## src/rtl/integral_image_box_sum_top_defines.svh

```systemverilog
// Assertion macros shared by the integral image box sum RTL.
// Needs nothing else; the modules that check their own logic include it.
`ifndef INTEGRAL_IMAGE_BOX_SUM_TOP_DEFINES_SVH
`define INTEGRAL_IMAGE_BOX_SUM_TOP_DEFINES_SVH

// Same-cycle implication, disabled while reset is asserted.
`define IIBS_ASSERT(label, clk, rst_n, ante, cons, msg) \
    label: assert property (@(posedge clk) disable iff (!rst_n) (ante) |-> (cons)) \
        else $error(msg);

// Next-cycle implication, disabled while reset is asserted.
`define IIBS_ASSERT_NEXT(label, clk, rst_n, ante, cons, msg) \
    label: assert property (@(posedge clk) disable iff (!rst_n) (ante) |=> (cons)) \
        else $error(msg);

`endif

```

## src/rtl/iibs_pkg.sv

```systemverilog
// Package for the integral image box sum block: payload types, the command
// passed from the front end to the back end, and shared constants.
package iibs_pkg;

    localparam int VALUE_W          = 20;
    localparam int COORD_W          = 8;   // covers every row or column up to 255
    localparam int SIDE_W           = 7;
    localparam int MAX_SIDE_DEFAULT = 64;
    localparam logic [SIDE_W-1:0] SIDE_RESET = 7'd64;

    localparam int NTERMS = 4;
    localparam int TIDX_W = $clog2(NTERMS);

    localparam int QDEPTH = 2;
    localparam int QPTR_W = $clog2(QDEPTH);
    localparam int QCNT_W = $clog2(QDEPTH + 1);

    localparam int PADDR_W = 3;
    localparam int PDATA_W = 32;

    localparam logic OP_LOAD  = 1'b0;
    localparam logic OP_QUERY = 1'b1;

    localparam logic REG_IMAGE_SIDE = 1'b0;

    typedef struct packed {
        logic       op;
        logic [7:0] pixel;
        logic [5:0] top_row;
        logic [5:0] left_col;
        logic [5:0] bottom_row;
        logic [5:0] right_col;
    } in_item_t;

    typedef struct packed {
        logic [VALUE_W-1:0] value;
        logic               bad_query;
    } out_item_t;

    // One classified item: up to four signed table terms plus a constant.
    typedef struct packed {
        logic [NTERMS-1:0][COORD_W-1:0] term_row;
        logic [NTERMS-1:0][COORD_W-1:0] term_col;
        logic [NTERMS-1:0]              term_en;
        logic [NTERMS-1:0]              term_neg;
        logic [VALUE_W-1:0]             base;
        logic                           is_load;
        logic [COORD_W-1:0]             wr_row;
        logic [COORD_W-1:0]             wr_col;
        logic                           bad_query;
    } cmd_t;

endpackage

```

## src/rtl/iibs_cmd_queue.sv

```systemverilog
// Two-entry command queue between the front end and the back end.
// Uses cmd_t and the queue sizes from iibs_pkg.
`include "integral_image_box_sum_top_defines.svh"

module iibs_cmd_queue (
    input  logic           clk,
    input  logic           rst_n,
    input  logic           push_valid,
    output logic           push_ready,
    input  iibs_pkg::cmd_t push_data,
    output logic           pop_valid,
    input  logic           pop_ready,
    output iibs_pkg::cmd_t pop_data
);
    import iibs_pkg::*;

    cmd_t              slot_reg [QDEPTH];
    logic [QPTR_W-1:0] wr_ptr_reg, rd_ptr_reg;
    logic [QCNT_W-1:0] count_reg;
    logic              push_fire, pop_fire;

    assign push_ready = (count_reg != QCNT_W'(QDEPTH));
    assign pop_valid  = (count_reg != '0);
    assign push_fire  = push_valid && push_ready;
    assign pop_fire   = pop_valid && pop_ready;
    assign pop_data   = slot_reg[rd_ptr_reg];

    always_ff @(posedge clk)
    begin
        if (push_fire)
        begin
            slot_reg[wr_ptr_reg] <= push_data;
        end
    end

    always_ff @(posedge clk or negedge rst_n)
    begin
        if (!rst_n)
        begin
            wr_ptr_reg <= '0;
            rd_ptr_reg <= '0;
            count_reg  <= '0;
        end
        else
        begin
            if (push_fire)
            begin
                wr_ptr_reg <= (wr_ptr_reg == QPTR_W'(QDEPTH - 1)) ? '0 : wr_ptr_reg + 1'b1;
            end
            if (pop_fire)
            begin
                rd_ptr_reg <= (rd_ptr_reg == QPTR_W'(QDEPTH - 1)) ? '0 : rd_ptr_reg + 1'b1;
            end
            if (push_fire && !pop_fire)
            begin
                count_reg <= count_reg + 1'b1;
            end
            else if (pop_fire && !push_fire)
            begin
                count_reg <= count_reg - 1'b1;
            end
        end
    end

    `IIBS_ASSERT(a_q_bound, clk, rst_n, 1'b1, count_reg <= QCNT_W'(QDEPTH), "queue count above depth")
    `IIBS_ASSERT_NEXT(a_q_grow, clk, rst_n, push_fire && !pop_fire, count_reg == $past(count_reg) + 1'b1, "queue count did not grow on push")

endmodule

```

## config.mk

```make
export PLATFORM = sky130hd
export DESIGN_NAME = iibs_cmd_queue
export DESIGN_NICKNAME = d
export VERILOG_FILES = /design/src/rtl/iibs_pkg.sv /design/src/rtl/iibs_cmd_queue.sv
export VERILOG_INCLUDE_DIRS = /design/src /design/src/rtl
export SDC_FILE = /design/constraint.sdc
export NUM_CORES = 1
export LEC_CHECK = 0
export ABC_AREA = 1
export BUFFER_PORTS_ARGS = -buffer_cell sky130_fd_sc_hd__buf_2
export CAP_MARGIN = 20
export CORE_MARGIN = 1
export CORE_UTILIZATION = 45
export DETAILED_ROUTE_END_ITERATION = 16
export PLACE_DENSITY = 0.69
export SLEW_MARGIN = 20
export SYNTH_ARGS = -nofsm -noshare
export SYNTH_HDL_FRONTEND = slang
export SYNTH_SLANG_ARGS = --single-unit
```

## constraint.sdc

```tcl
create_clock -name clk -period 9.2 [get_ports clk]
set_clock_uncertainty 0.05 [all_clocks]
set_input_delay 1.38 -clock clk [delete_from_list [all_inputs] [get_ports clk]]
set_output_delay 1.38 -clock clk [all_outputs]
set_load 0.05 [all_outputs]
```

# ---- Yosys cells after proc, flatten, opt, wreduce, memory -nomap -nowiden
# Memory sizes are Yosys's and may differ from the RTL's.
# Cells that the tools add are included.
dict set report totals {
  reg_bits 4
  latchBits 0
  ram_bits 220
  romBits 0
  inputBits 114
  output_inout_bits 112
  word_cells 23
  n_memories 1
}
dict set report op_classes {
  n_addsub 4
  n_mul 0
  div_mod_pow 0
  magnitude_cmp 0
  n_eq_ne 1
  shift 0
  mux 6
  bitwise 0
  n_reduce_logical 8
}
# memory depth width read_ports rd_clocked_by_memory_dff write_ports line_no
set mem_list {}
lappend mem_list {slot_reg 2 110 1 0 1 iibs_cmd_queue.sv:17} ;# cmd_t slot_reg [QDEPTH];
# op n
set op_table {}
lappend op_table {{logical AND 1 bit} 4}
lappend op_table {{two-way mux 1 bit} 4}
lappend op_table {{two-way mux 2 bit} 2}
lappend op_table {{nonzero test 2 bit} 2}
lappend op_table {{adder 1 bit, second input constant} 2}
lappend op_table {{adder 2 x 1 -> 2 bit, second input constant} 1}
lappend op_table {{zero test 1 bit} 2}
lappend op_table {{!= test 2 bit, second input constant} 1}
lappend op_table {{subtractor 2 x 1 -> 2 bit, second input constant} 1}

# ---- Depth between registers and ports, before layout
dict set report depth {
  ltp_word 6
  depth_mapped 10
}

# ---- Worst setup path before layout
# Ideal clock, no wire load.
dict set report synth_timing {
  kind {input to register}
  start {input push_valid}
  end {memory slot_reg[0][0] in the netlist's numbering, enable pin}
  setup_time_ns 0.581
  arrival_time_ns 6.095
  slack_ns 2.475
  stages 2
  n_path_buf 0
  cell_sequence {nand2_1 > nor2_1}
}
dict set report synth_between {
  elab_chain_cells 3
}
# item line_no
set synth_lines {}
lappend synth_lines {{start, declared} iibs_cmd_queue.sv:8} ;# input logic push_valid,
lappend synth_lines {{logical AND 1 bit} iibs_cmd_queue.sv:24} ;# assign push_fire = push_valid && push_ready;
lappend synth_lines {{two-way mux 1 bit} iibs_cmd_queue.sv:30} ;# if (push_fire)
lappend synth_lines {{two-way mux 1 bit (not written as such)} iibs_cmd_queue.sv:32} ;# slot_reg[wr_ptr_reg] <= push_data;
lappend synth_lines {{end, declared} iibs_cmd_queue.sv:17}
# Every way passes these cells.

==> metrics.txt <==
row cnt=48; synth unique cells=14; crit-path max cell delay=790 ps; Clock Path Buffers=3; post-CTS sizing=0; RD Place Congestion=0.736; Hold-fix buffers, CTS=0; Max-slew headroom=0.450; vias in the first global route=4767; max_cap viols=0; Fill cells=1401; Total GRT Usage=0.167; Clock H-tree levels=1; Synth Cell Area=8200 sq um; fraction of layout instances using a drive strength above 1=0.306; Die Span Y=137 microns; Cell Chain, Critical Path=clkinv_2 > buf_4 > nand2_1 > nand2_1 > buf_2; gr busiest metal=met2; Yosys reg bits=224; critical path peak fanout=73; CTS sink count=around 220; max reg flops=220; Max stage delay cell, worst path=dfrtp_4; Top-Level Pins=about 230; Nets=~950; # Post-CTS Setup Buffers=0; WS Path Type=reg2out; total CTS buffers=23; CTS tree=built; Final Critical Period=4480 ps; Final Max Tran Viols=0; Synth Instances=603; period utilisation layout=0.487; met1 Use GR=0.206; register area share after synthesis=0.818; IO buf count=225; Initial Util=0.468; met2 Usage GRT=0.269; DR vias=5080; ANT nets after route=0; drt total wl=roughly 16000 microns; CP arrival=a little over 3000 ps; CP bufs+invs=3; initial antenna violation count=3; chip width=137 microns; Slew @ Worst Pin=just over 800 ps; hpwl dp=10100 microns; Avg Inst Size Synth=between 10 and 15 sq um; average wire per standard cell=15.0 microns; f_max=roughly 220 MHz; CTS Root Cell=clkbuf_16; GR met3 Demand/Resource=0.0685; core area=about 18000 sq um; clk slew on worst S/H paths=60 ps; CP endpoint kind=primary output; Syn Nets=718; drt pass-1 iters=4; DRC errors left=0; Area Overhead vs Synth=24.7%; Req. time, crit path=7770 ps; CP startpoint kind=register; final hold violations=0; Vias/cell=~4.7; Final Setup Violations=0; largest net degree at the start of global routing=85; grt total ovfl=0; total number of yosys warnings=0; run status=complete, no violations; Hold WC Path Type=reg2reg; RSZ-0062 raised after global routing=no; initial DRC count=267; worst-skew pair later-pin latency=490 ps; ant diodes=0; first-pass GRT wire length=roughly 24000 microns; delay-heaviest family, CP=buffers and inverters; DIE AREA=18800 sq um; CP most frequent cell=nand2_1; Setup TNS=0 ps
==> synthesized netlist by cell type <==
library cell  number  share of area
buf_2             11         0.0067
buf_4              9         0.0082
clkbuf_1           4         0.0018
dfrtp_1            4          0.012
edfxtp_1         220           0.81
ha_1               1         0.0015
inv_1              6         0.0027
inv_2              1        0.00046
nand2_1          340           0.16
nand3_1            2         0.0012
nand4_1            1        0.00076
nor2_1             2        0.00092
xnor2_1            1         0.0011
xor2_1             1         0.0011
==> routing by layer <==
metal,vias to the layer above,routed length (microns)
met2,208,7440
met1,2343,6600
li1,2495,-
met4,4,333
met3,30,1680
met5,-,22
==> stage by stage <==
step	area (sq um)	std cells	hold WS, ps	setup slack [ps]	util
finish	10200	1075	448	4720	0.583
global route	10200	1075	484	4500	0.583
CTS	10200	1075	452	4670	0.583
detailed placement	9530	1034	439	5190	0.544
global placement	9530	1034	434	5230	0.543
floorplan	8200	603	412	2470	-
==> placed cells by master, fill, tap and decap left out <==
cell | Yosys | final
buf_2 | 11 | 225
buf_4 | 9 | 4
buf_6 | 0 | 1
bufinv_16 | 0 | 2
clkbuf_1 | 4 | 5
clkbuf_16 | 0 | 23
clkinv_1 | 0 | 10
clkinv_2 | 0 | 2
dfrtp_1 | 4 | 3
dfrtp_4 | 0 | 1
edfxtp_1 | 220 | 220
ha_1 | 1 | 1
inv_1 | 6 | 6
nand2_1 | 340 | 340
nand3_1 | 2 | 2
nand4_1 | 1 | 1
nor2_4 | 0 | 2
xnor2_1 | 1 | 1
xor2_1 | 1 | 1
==> cell families (layout without fill, tap and decap cells) <==
kind of cell / count (synthesis) / after routing / synth area share
XOR/XNOR: 2 / 2 / 0.00214
buffers and inverters: 31 / 278 / 0.0200
flip-flops: 224 / 224 / 0.818
adder cells (fa/ha/maj): 1 / 1 / 0.00153
AND/OR/NAND/NOR: 345 / 345 / 0.159
==> path summary, 6_finish.rpt <==
path                              start               to  slack, ps  cells past startpoint
min in group asynchronous         rst_n     count_reg[0]        630                      1
setup reg to reg           count_reg[0]  slot_reg[0][94]       6530                      6
max in group asynchronous         rst_n       rd_ptr_reg       8330                      1
setup / recovery             rd_ptr_reg     pop_data[60]       4720                      5
hold reg to reg            count_reg[1]     count_reg[1]        450                      2
hold / removal             count_reg[1]     count_reg[1]        450                      2
==> worst reg2reg max path, stage by stage, from the launching register on <==
cell and delay [ps]:
dfrtp_1 380, inv_1 80, nand2_1 80, nand2_1 180, nor2_4 120, buf_4 550
buf_4 810
==> final cells by class <==
cell class,count,area [sq um],share of cell area
sequential,224,6710,0.656
clock buffer,28,594,0.0581
timing repair buffer,230,1170,0.114
tap,225,282,0.0275
multi-input combinational,348,1350,0.131
clock inverter,13,103,0.0100
inverter,7,27.5,0.00269
Power is left out: the tool's default activity adds up to more than one toggle a clock period on the data nets, which glitch-free logic cannot reach.
