## src/rtl/integral_image_box_sum_top_defines.svh

```systemverilog
// Assertion macros shared by the integral image box sum RTL.
// Needs nothing else; the modules that check their own logic include it.
`ifndef INTEGRAL_IMAGE_BOX_SUM_TOP_DEFINES_SVH
`define INTEGRAL_IMAGE_BOX_SUM_TOP_DEFINES_SVH

// Same-cycle implication, disabled while reset is asserted.
`define IIBS_ASSERT(label, clk, rst_n, ante, cons, msg) \
    label: assert property (@(posedge clk) disable iff (!rst_n) (ante) |-> (cons)) \
        else $error(msg);

// Next-cycle implication, disabled while reset is asserted.
`define IIBS_ASSERT_NEXT(label, clk, rst_n, ante, cons, msg) \
    label: assert property (@(posedge clk) disable iff (!rst_n) (ante) |=> (cons)) \
        else $error(msg);

`endif

```

## src/rtl/iibs_pkg.sv

```systemverilog
// Package for the integral image box sum block: payload types, the command
// passed from the front end to the back end, and shared constants.
package iibs_pkg;

    localparam int VALUE_W          = 20;
    localparam int COORD_W          = 8;   // covers every row or column up to 255
    localparam int SIDE_W           = 7;
    localparam int MAX_SIDE_DEFAULT = 64;
    localparam logic [SIDE_W-1:0] SIDE_RESET = 7'd64;

    localparam int NTERMS = 4;
    localparam int TIDX_W = $clog2(NTERMS);

    localparam int QDEPTH = 2;
    localparam int QPTR_W = $clog2(QDEPTH);
    localparam int QCNT_W = $clog2(QDEPTH + 1);

    localparam int PADDR_W = 3;
    localparam int PDATA_W = 32;

    localparam logic OP_LOAD  = 1'b0;
    localparam logic OP_QUERY = 1'b1;

    localparam logic REG_IMAGE_SIDE = 1'b0;

    typedef struct packed {
        logic       op;
        logic [7:0] pixel;
        logic [5:0] top_row;
        logic [5:0] left_col;
        logic [5:0] bottom_row;
        logic [5:0] right_col;
    } in_item_t;

    typedef struct packed {
        logic [VALUE_W-1:0] value;
        logic               bad_query;
    } out_item_t;

    // One classified item: up to four signed table terms plus a constant.
    typedef struct packed {
        logic [NTERMS-1:0][COORD_W-1:0] term_row;
        logic [NTERMS-1:0][COORD_W-1:0] term_col;
        logic [NTERMS-1:0]              term_en;
        logic [NTERMS-1:0]              term_neg;
        logic [VALUE_W-1:0]             base;
        logic                           is_load;
        logic [COORD_W-1:0]             wr_row;
        logic [COORD_W-1:0]             wr_col;
        logic                           bad_query;
    } cmd_t;

endpackage

```

## src/rtl/iibs_front.sv

```systemverilog
// Front end: accepts items, tracks the raster load position, checks query
// corners and turns each item into a table command. Uses iibs_pkg.
`include "integral_image_box_sum_top_defines.svh"

module iibs_front #(
    parameter int MAX_SIDE = iibs_pkg::MAX_SIDE_DEFAULT
) (
    input  logic                            clk,
    input  logic                            rst_n,
    input  logic [iibs_pkg::SIDE_W-1:0]     side,
    input  logic                            restart,
    input  logic                            item_valid,
    output logic                            item_ready,
    input  iibs_pkg::in_item_t              item,
    output logic                            cmd_valid,
    input  logic                            cmd_ready,
    output iibs_pkg::cmd_t                  cmd
);
    import iibs_pkg::*;

    localparam int PW = $clog2(MAX_SIDE);
    localparam int SW = (PW + 1 > SIDE_W) ? PW + 1 : SIDE_W;

    logic [PW-1:0] row_reg, row_next;
    logic [PW-1:0] col_reg, col_next;
    logic [SW-1:0] side_eff;
    logic [SW-1:0] row_p1, col_p1;
    logic          load_fire;
    logic          bad;
    logic [COORD_W-1:0] r_c, c_c, t_c, l_c, b_c, rc_c;

    assign item_ready = cmd_ready;
    assign cmd_valid  = item_valid;
    assign load_fire  = item_valid && cmd_ready && (item.op == OP_LOAD);

    // A side of zero acts as one; anything above the table size is clamped.
    always_comb
    begin
        priority if (side == '0)
        begin
            side_eff = SW'(1);
        end
        else if (SW'(side) > SW'(MAX_SIDE))
        begin
            side_eff = SW'(MAX_SIDE);
        end
        else
        begin
            side_eff = SW'(side);
        end
    end

    assign row_p1 = SW'(row_reg) + SW'(1);
    assign col_p1 = SW'(col_reg) + SW'(1);

    always_comb
    begin
        row_next = row_reg;
        col_next = col_reg;
        if (col_p1 >= side_eff)
        begin
            col_next = '0;
            row_next = (row_p1 >= side_eff) ? '0 : PW'(row_p1);
        end
        else
        begin
            col_next = PW'(col_p1);
        end
    end

    always_ff @(posedge clk or negedge rst_n)
    begin
        if (!rst_n)
        begin
            row_reg <= '0;
            col_reg <= '0;
        end
        else if (restart)
        begin
            row_reg <= '0;
            col_reg <= '0;
        end
        else if (load_fire)
        begin
            row_reg <= row_next;
            col_reg <= col_next;
        end
    end

    assign r_c  = COORD_W'(row_reg);
    assign c_c  = COORD_W'(col_reg);
    assign t_c  = COORD_W'(item.top_row);
    assign l_c  = COORD_W'(item.left_col);
    assign b_c  = COORD_W'(item.bottom_row);
    assign rc_c = COORD_W'(item.right_col);

    assign bad = (SW'(item.top_row) >= side_eff) || (SW'(item.left_col) >= side_eff)
              || (SW'(item.bottom_row) >= side_eff) || (SW'(item.right_col) >= side_eff)
              || (item.top_row > item.bottom_row) || (item.left_col > item.right_col);

    always_comb
    begin
        cmd = '0;
        unique case (item.op)
            OP_LOAD:
            begin
                // top + left - top_left + pixel
                cmd.term_row[1] = r_c - COORD_W'(1);
                cmd.term_col[1] = c_c;
                cmd.term_en[1]  = (row_reg != '0);
                cmd.term_row[2] = r_c;
                cmd.term_col[2] = c_c - COORD_W'(1);
                cmd.term_en[2]  = (col_reg != '0);
                cmd.term_row[3] = r_c - COORD_W'(1);
                cmd.term_col[3] = c_c - COORD_W'(1);
                cmd.term_en[3]  = (row_reg != '0) && (col_reg != '0);
                cmd.term_neg[3] = 1'b1;
                cmd.base        = VALUE_W'(item.pixel);
                cmd.is_load     = 1'b1;
                cmd.wr_row      = r_c;
                cmd.wr_col      = c_c;
            end
            OP_QUERY:
            begin
                if (bad)
                begin
                    cmd.bad_query = 1'b1;
                end
                else
                begin
                    cmd.term_row[0] = b_c;
                    cmd.term_col[0] = rc_c;
                    cmd.term_en[0]  = 1'b1;
                    cmd.term_row[1] = t_c - COORD_W'(1);
                    cmd.term_col[1] = rc_c;
                    cmd.term_en[1]  = (item.top_row != '0);
                    cmd.term_neg[1] = 1'b1;
                    cmd.term_row[2] = b_c;
                    cmd.term_col[2] = l_c - COORD_W'(1);
                    cmd.term_en[2]  = (item.left_col != '0);
                    cmd.term_neg[2] = 1'b1;
                    cmd.term_row[3] = t_c - COORD_W'(1);
                    cmd.term_col[3] = l_c - COORD_W'(1);
                    cmd.term_en[3]  = (item.top_row != '0) && (item.left_col != '0);
                end
            end
            default:
            begin
                cmd = '0;
            end
        endcase
    end

    `IIBS_ASSERT(a_pos_in_frame, clk, rst_n, 1'b1, (SW'(row_reg) < side_eff) && (SW'(col_reg) < side_eff), "load position left the frame")

endmodule

```

## config.mk

```make
export PLATFORM = sky130hd
export DESIGN_NAME = iibs_front
export DESIGN_NICKNAME = d
export VERILOG_FILES = /design/src/rtl/iibs_pkg.sv /design/src/rtl/iibs_front.sv
export VERILOG_INCLUDE_DIRS = /design/src /design/src/rtl
export SDC_FILE = /design/constraint.sdc
export NUM_CORES = 1
export LEC_CHECK = 0
export BUFFER_PORTS_ARGS = -buffer_cell sky130_fd_sc_hd__buf_2
export CAP_MARGIN = 0
export CORE_MARGIN = 2
export CORE_UTILIZATION = 47
export DETAILED_ROUTE_END_ITERATION = 10
export PLACE_DENSITY = 0.82
export SYNTH_ARGS = -nofsm -noshare
export SYNTH_HDL_FRONTEND = slang
export SYNTH_SLANG_ARGS = --single-unit
export TNS_END_PERCENT = 100
```

## constraint.sdc

```tcl
create_clock -name clk -period 3.1 [get_ports clk]
set_input_delay 0.31 -clock clk [delete_from_list [all_inputs] [get_ports clk]]
set_output_delay 0.31 -clock clk [all_outputs]
set_load 0.02 [all_outputs]
```

### After elaboration in Yosys (flattened, before gate mapping)

Index checks and enable logic that the tools add are counted.

| storage, ports and cells | value |
|---|---|
| output and inout port bits | 112 |
| register bits after elaboration | 12 |
| bits of input ports | 45 |
| word-level logic and storage cells | 57 |

| operators by class | value |
|---|---|
| magnitude comparators | 9 |
| mux-type cells | 22 |
| $add $sub $neg | 6 |
| reductions and logical operators | 17 |
| bitwise gates (word level) | 1 |

Operators by type and width:

| operator | count |
|---|---|
| case mux 24 bit (2 select lines) | 2 |
| two-way mux 68 bit | 1 |
| two-way mux 6 bit | 7 |
| >= comparator 6 x 7 -> 1 bit | 4 |
| subtractor 6 x 1 -> 7 bit, second input constant | 4 |
| two-way mux 25 bit | 1 |
| nonzero test 6 bit | 4 |
| two-way mux 8 bit | 2 |
| adder 6 x 1 -> 7 bit, second input constant | 2 |
| >= comparator 7 bit | 2 |
| two-way mux 7 bit | 2 |
| > comparator 6 bit | 2 |
| > comparator 7 bit, second input constant | 1 |
| zero test 7 bit | 1 |
| case mux 3 bit (2 select lines) | 1 |
| logical OR 1 bit | 5 |
| logical AND 1 bit | 4 |
| two-way mux 1 bit | 4 |
| two-way mux 2 bit | 2 |
| nonzero test 2 bit | 2 |
| AND reduction 2 bit | 1 |
| NOT 1 bit | 1 |

### Longest topological paths before layout

Gate-level depths: netlist (run 1).

| depth | value |
|---|---|
| word-level depth | 11 |
| mapped depth | 12 |

### Worst setup path after synthesis (run 1)

OpenSTA, ideal clock, no wires.

| path | value |
|---|---|
| path kind | input port to output port |
| start point | input side[1] (netlist bit) |
| end point | output cmd[102] (netlist bit) |
| stages on the path | 11 |
| path buffers | 1 |
| data required time | 2.790 ns |
| slack | -0.106 ns |
| arrival | 2.896 ns |
| cells stage by stage | nor3_1 -> a21oi_1 -> nor2_1 -> ha_1 -> nand2b_1 -> a211oi_1 -> o32a_1 -> nand3_2 -> or4_1 -> a21oi_1 -> buf_4 |

RTL lines:

| what | RTL line | source |
|---|---|---|
| start: declaration | iibs_front.sv:10 | `input logic [iibs_pkg::SIDE_W-1:0] side,` |
| end: declaration | iibs_front.sv:17 | `output iibs_pkg::cmd_t cmd` |

==> results of run 1 <==
## kinds of logic (layout without fill, tap and decap cells)
| family | count (synthesis) | in the layout | synth area share (%) |
|---|---|---|---|
| xor+xnor | 24 | 24 | 6.87 |
| flops | 12 | 12 | 9.81 |
| other cells | 1 | 25 | 0.123 |
| compound gates | 84 | 84 | 20.8 |
| simple gates | 124 | 124 | 21.3 |
| mux | 1 | 1 | 0.368 |
| buf+inv | 91 | 185 | 17.5 |
| fa+ha+maj | 57 | 57 | 23.3 |
## worst max-delay path: stages
cell and delay [ps]:
buf_6 100, nor3_2 150, a21oi_1 90, nor2_1 90, buf_4 180, ha_4 220
nand2b_4 140, a211oi_2 220, o32a_1 240, nand3_4 150, nor4_4 320, buf_6 170
buf_6 140, a22o_1 190, buf_6 130
## Yosys cell counts, drive strengths merged (2+ instances only)
cell | count | share of area (%)
a31o | 5 | 1.4
o21bai | 3 | 0.74
a22o | 10 | 2.9
nand4 | 3 | 0.61
a211oi | 5 | 1.2
inv | 28 | 3.4
nor2b | 18 | 3.7
buf | 55 | 13
nor3 | 12 | 2.1
nor4 | 3 | 0.82
nand2b | 7 | 1.4
o41a | 2 | 0.74
xnor2 | 11 | 3.1
dfrtp | 12 | 9.8
o32a | 2 | 0.65
o21ai | 10 | 1.6
and2 | 13 | 2.7
nand3 | 11 | 2.0
ha | 57 | 23
a21o | 19 | 4.7
a31oi | 5 | 1.0
or4 | 2 | 0.49
and4b | 2 | 0.65
clkbuf | 7 | 0.86
a21oi | 11 | 1.8
o21a | 3 | 0.74
nand2 | 23 | 2.8
nor2 | 27 | 3.3
xor2 | 13 | 3.7
## how the worst max path moves through the flow
stage	endpoint	slack [ps]
final	cmd[73]	-60
after global routing	cmd[73]	-130
after CTS	cmd[70]	-20
after detailed placement	cmd[102]	-80
after global placement	cmd[102]	10
after floorplan	cmd[71]	20
## stage by stage
| stage | util, % | TNS (ps) | cells |
|---|---|---|---|
| global route | 63.6 | -3010 | 589 |
| global placement | 57.3 | 0 | 581 |
| finish | 63.6 | -335 | 589 |
| floorplan | - | 0 | 418 |
| CTS | 58.7 | -87.4 | 586 |
| detailed placement | 57.3 | -738 | 581 |
## report_power, final
group	internal (mW)	total (mW)	switching [mW]	leakage, nW
clock network	0.0852	0.137	0.0520	0.0216
registers	0.177	0.220	0.0427	0.164
logic	0.524	1.26	0.732	2.12
total	0.787	1.61	0.827	2.30
## cell usage in the layout (no fill, tap or decap), types with 4 or more instances in the layout
master,Yosys,routed
a31o_2,5,5
a22o_1,10,7
nor2_1,27,27
buf_6,1,19
nor2b_1,18,18
conb_1,1,25
and2_1,13,13
dfrtp_1,12,12
buf_2,2,98
ha_1,57,54
o21ai_0,10,10
inv_1,28,28
nand2b_4,0,4
nor3_1,11,10
xor2_1,13,13
nand3_1,10,10
buf_4,49,35
a31oi_1,5,5
a211oi_2,0,4
a21o_1,19,19
nand2_1,23,21
xnor2_1,11,11
a21oi_1,11,9
## final cells by class
type	count	area, µm²	area share (%)
sequential	12	300	7.48
clock buffer	3	41.3	1.03
inverter	29	109	2.71
timing repair buffer	153	977	24.3
multi-input combinational	315	2490	62.0
tap	77	96.3	2.40
## metal layers
layer  vias to the layer above  track usage, %  share of wire [%]  routed length [µm]
met2                       189            44.5                 51                5140
met1                      1553            32.2                 39                3910
li1                       1552               -                  -                   -
met5                         -               0                  0                   0
met3                        17            3.34                8.5                 854
met4                         0            6.20                1.7                 175
## what timing repair did
item                                    4_1_cts  5_1_grt
gates resized for setup                       8       68
hold buffers                                  1        0
pin swaps                                     3       16
setup buffers                                 1        1
endpoints found under the hold margin        12        0
endpoints found under the setup margin       29       62
cloned                                        0        2
==> results.tsv, run 1 <==
stage	metric	value	unit
run_status	status	finished with violations	
run_status	violated checks	setup timing	
worst_setup_path	startpoint types	input port	
finish	fill cell count	544	
clock_network	clk_lat worst skew	240	ps
clock_network	clk buf depth	2	
synthesis	Syn Area/Cell	7.77	µm²
clock_network	CTS HTree Levels	1	
floorplanning	Initial Util	48.5	%
worst_setup_path	worst r2r dst	row_reg[0]$_DFFE_PN0P_	
synthesis	Synth Cell Area	3060	µm²
grt	largest net degree at the start of global routing	37	
synthesis	Mapped Cells	394	
sta	RSZ-0062 raised after global routing	yes	
placement	placer congestion estimate	0.886	
grt	vias in the first global route	2952	
sta	slew margin rel.	44.0	%
worst_setup_path	Setup crit start	side[2]	
sta	min cycle time layout	3160	ps
worst_setup_path	flop2flop setup slack	470	ps
finish	layout cell share with drive strength beyond 1	36.5	%
floorplanning	DIE AREA	7170	µm²
synthesis	Yosys cell types	50	
sta	FMAX	316	MHz
drt	routed vias/inst	5.62	
synthesis	register bit total from synthesis	12	
grt	remaining global-route overflow	0	
sta	final worst slack	-62.9	ps
sta	final hold vios	0	
worst_setup_path	element type at the critical path end	primary output	
sta	measured slew at the worst slew-check pin	840	ps
synthesis	Yosys Warn Count	0	
sta	Setup Viol. Count Final	18	
worst_setup_path	RR Startpoint	col_reg[0]$_DFFE_PN0P_	
placement	dpl ws	-83.0	ps
drt	violation count after the first detailed-route iteration	207	
worst_hold_path	worst min path class	input port to asynchronous set/reset pin	
finish	Nets	616	
drt	DRT Pass-1 Iters	4	
clock_network	clock sinks	12	
power	P_leak	2.30	nW
worst_setup_path	CP max FO	7	
grt	global-route usage over all layers	25.1	%
floorplanning	DIE WIDTH	84.7	µm
power	pwr dens	402	nW/µm²
drt	routed vias	3311	
finish	Finished Cell Area	4020	µm²
power	worst vdd ir	0.502	mV
clock_network	Num CTS Buffers	3	
placement	Post-DP Area	3620	µm²
grt	first-pass GRT wire length	14.5	mm
run	max-cap violation count	0	
finish	Ant. Diodes	0	
drt	Routed Antenna Nets	0	
power	Total Power	1.61	mW
worst_setup_path	Crit Path Class	input port to primary output	
drt	final wirelength	10.1	mm
clock_network	Reg clk slew, reported paths	50	ps
sta	final number of max-transition violations	0	
grt	antenna violations before repair	0	
drt	DRC Markers	0	
placement	DP Wirelength	7.85	mm
floorplanning	row cnt	29	
sta	hold slack	496	ps
synthesis	Synth async-reset ratio	100	%
worst_setup_path	FF-to-FF path depth	8	
sta	fin crit share	102	%
floorplanning	core area	6310	µm²
worst_setup_path	WP data required	2790	ps
synthesis	Top FF cell, synth	dfrtp_1	
worst_setup_path	CP arrival	2850	ps
placement	port bufs	131	
synthesis	EDFF count, synth	0	
drt	Routed WL per cell	17.1	µm
synthesis	share of the yosys chip area belonging to registers	9.81	%
sta	Final Skew	3.34	ps
clock_network	CTS root buffer	clkbuf_8	
finish	Area Overhead vs Synth	31.2	%
floorplanning	num ports	157	
floorplanning	Die Span Y	84.7	µm
clock_network	CTS tree	built	
Note: power is estimated with default switching activity, not from simulation.
==> run 2, diff against run 1 <==
--- a/config.mk
+++ b/config.mk
@@ -8,6 +8,7 @@
 export LEC_CHECK = 0
 export BUFFER_PORTS_ARGS = -buffer_cell sky130_fd_sc_hd__buf_2
 export CAP_MARGIN = 0
+export CORE_ASPECT_RATIO = 1.5
 export CORE_MARGIN = 2
 export CORE_UTILIZATION = 47
 export DETAILED_ROUTE_END_ITERATION = 10
==> results.tsv, run 2 (synthesis results as in run 1) <==
stage	metric	value	unit
run_status	status	finished clean	
worst_setup_path	worst r2r dst	row_reg[0]$_DFFE_PN0P_	
power	P_leak	2.30	nW
worst_setup_path	Crit Path Class	input port to primary output	
placement	Post-DP Area	3620	µm²
finish	layout cell share with drive strength beyond 1	36.6	%
worst_setup_path	CP arrival	2770	ps
grt	first-pass GRT wire length	13.6	mm
clock_network	Reg clk slew, reported paths	50	ps
floorplanning	DIE AREA	7190	µm²
sta	setup TNS	0	ps
worst_setup_path	RR Startpoint	col_reg[0]$_DFFE_PN0P_	
clock_network	clock sinks	12	
grt	remaining global-route overflow	0	
sta	min cycle time layout	3080	ps
clock_network	CTS tree	built	
worst_setup_path	CP endpoint	cmd[62]	
worst_setup_path	WP data required	2790	ps
worst_setup_path	flop2flop setup slack	520	ps
sta	final hold vios	0	
clock_network	CTS root buffer	clkbuf_8	
finish	Nets	615	
finish	fill cell count	554	
floorplanning	core area	6400	µm²
worst_hold_path	worst min path class	input port to asynchronous set/reset pin	
grt	vias in the first global route	2808	
placement	placer congestion estimate	0.871	
worst_setup_path	element type at the critical path end	primary output	
sta	slew margin rel.	50.5	%
finish	Area Overhead vs Synth	30.6	%
floorplanning	Initial Util	47.8	%
worst_setup_path	CP delay by family, top	simple AND/OR/NAND/NOR gates	
sta	Setup Viol. Count Final	0	
drt	DRC Markers	0	
grt	global-route usage over all layers	23.4	%
sta	FMAX	325	MHz
drt	routed vias/inst	5.61	
sta	measured slew at the worst slew-check pin	742	ps
clock_network	clk_lat worst skew	250	ps
floorplanning	row cnt	36	
drt	Routed Antenna Nets	0	
run	max-cap violation count	0	
sta	Final Skew	2.56	ps
worst_setup_path	CP max FO	6	
grt	antenna violations before repair	0	
power	worst vdd ir	0.284	mV
drt	routed vias	3292	
worst_setup_path	CP peak stage delay	590	ps
sta	RSZ-0062 raised after global routing	yes	
worst_setup_path	crit-path cells	buf_6 > nor3_2 > a21oi_1 > nor2_1 > buf_6 > ha_4 > nand2b_4 > a211oi_2 > o32a_1 > nand3_4 > or4_4 > a21oi_4 > buf_6	
worst_setup_path	startpoint types	input port	
clock_network	Num CTS Buffers	3	
sta	final number of max-transition violations	0	
worst_setup_path	Setup crit start	side[2]	
drt	violation count after the first detailed-route iteration	243	
placement	DP Wirelength	7.41	mm
floorplanning	num ports	157	
finish	most frequent cells in the layout	buf_2, ha_1, buf_4	
finish	Finished Cell Area	4000	µm²
drt	DRT Pass-1 Iters	5	
worst_setup_path	most used cell, CP	buf_6	
finish	Ant. Diodes	0	
drt	Routed WL per cell	16.9	µm
floorplanning	DIE WIDTH	69.9	µm
worst_setup_path	FF-to-FF path depth	8	
placement	port bufs	131	
clock_network	clk buf depth	2	
clock_network	CTS HTree Levels	1	
sta	fin crit share	99.3	%
grt	largest net degree at the start of global routing	37	
drt	final wirelength	9.91	mm
power	pwr dens	398	nW/µm²
power	Total Power	1.59	mW
finish	most common cell after layout, fill and taps aside	buf_2	
worst_setup_path	CP Buf/Inv Count	3	
floorplanning	Die Span Y	103	µm
worst_setup_path	Slowest-stage cell, CP	or4_4	
worst_setup_path	critical path depth	13	
run 2: cell count changes in the layout (fill, tap and decap cells not counted), moves of 2 or more:
cell	previous run	this run
nand2_4	0	2
clkbuf_16	0	2
buf_6	19	9
nand2_1	21	19
buf_2	98	105
a22o_1	7	9
a22o_4	3	1
run 2: per-stage QoR:
step	worst slack (ps)	util [%]	hold WS, ps	instances
final	22.7	62.5	500	587
after global routing	-130	62.5	529	587
after CTS	-6.09	57.7	488	583
after detailed placement	-57.7	56.7	215	579
after global placement	-12.8	56.7	206	579
after floorplan	21.9	-	14.4	418
run 2: power breakdown:
part / total [mW] / internal [mW] / switching, mW
clock network: 0.147 / 0.0860 / 0.0608
registers: 0.221 / 0.177 / 0.0439
logic: 1.22 / 0.498 / 0.725
run 2: worst min path at each step:
stage / cells past startpoint / start / endpoint / slack, ps
after global routing: 2 / rst_n / row_reg[1]$_DFFE_PN0P_ / 530
final: 2 / rst_n / row_reg[1]$_DFFE_PN0P_ / 500
after global placement: 1 / rst_n / row_reg[5]$_DFFE_PN0P_ / 210
after detailed placement: 1 / rst_n / row_reg[1]$_DFFE_PN0P_ / 210
after CTS: 2 / rst_n / row_reg[1]$_DFFE_PN0P_ / 490
after floorplan: 0 / rst_n / col_reg[0]$_DFFE_PN0P_ / 10
run 2: layout make-up:
class	count	area, µm²	area share, %
tap	76	95.1	2.38
clock buffer	3	41.3	1.03
timing repair buffer	152	962	24.1
multi-input combinational	315	2490	62.2
sequential	12	300	7.51
inverter	29	111	2.79
run 2: per-layer routing:
layer	vias up	part of all wire [%]	track usage, %
met2	152	53	44.8
met4	0	3.2	7.69
met5	-	0	0
met1	1570	38	27.4
met3	25	5.5	1.96
li1	1545	-	-
run 2: repair_timing:
item	4_1_cts	5_1_grt
hold buffers	1	0
buffers inserted	0	2
endpoints found under the setup margin	9	58
pin swaps	0	20
hold endpoints to repair	12	0
resized for setup	3	56
cloned	0	2
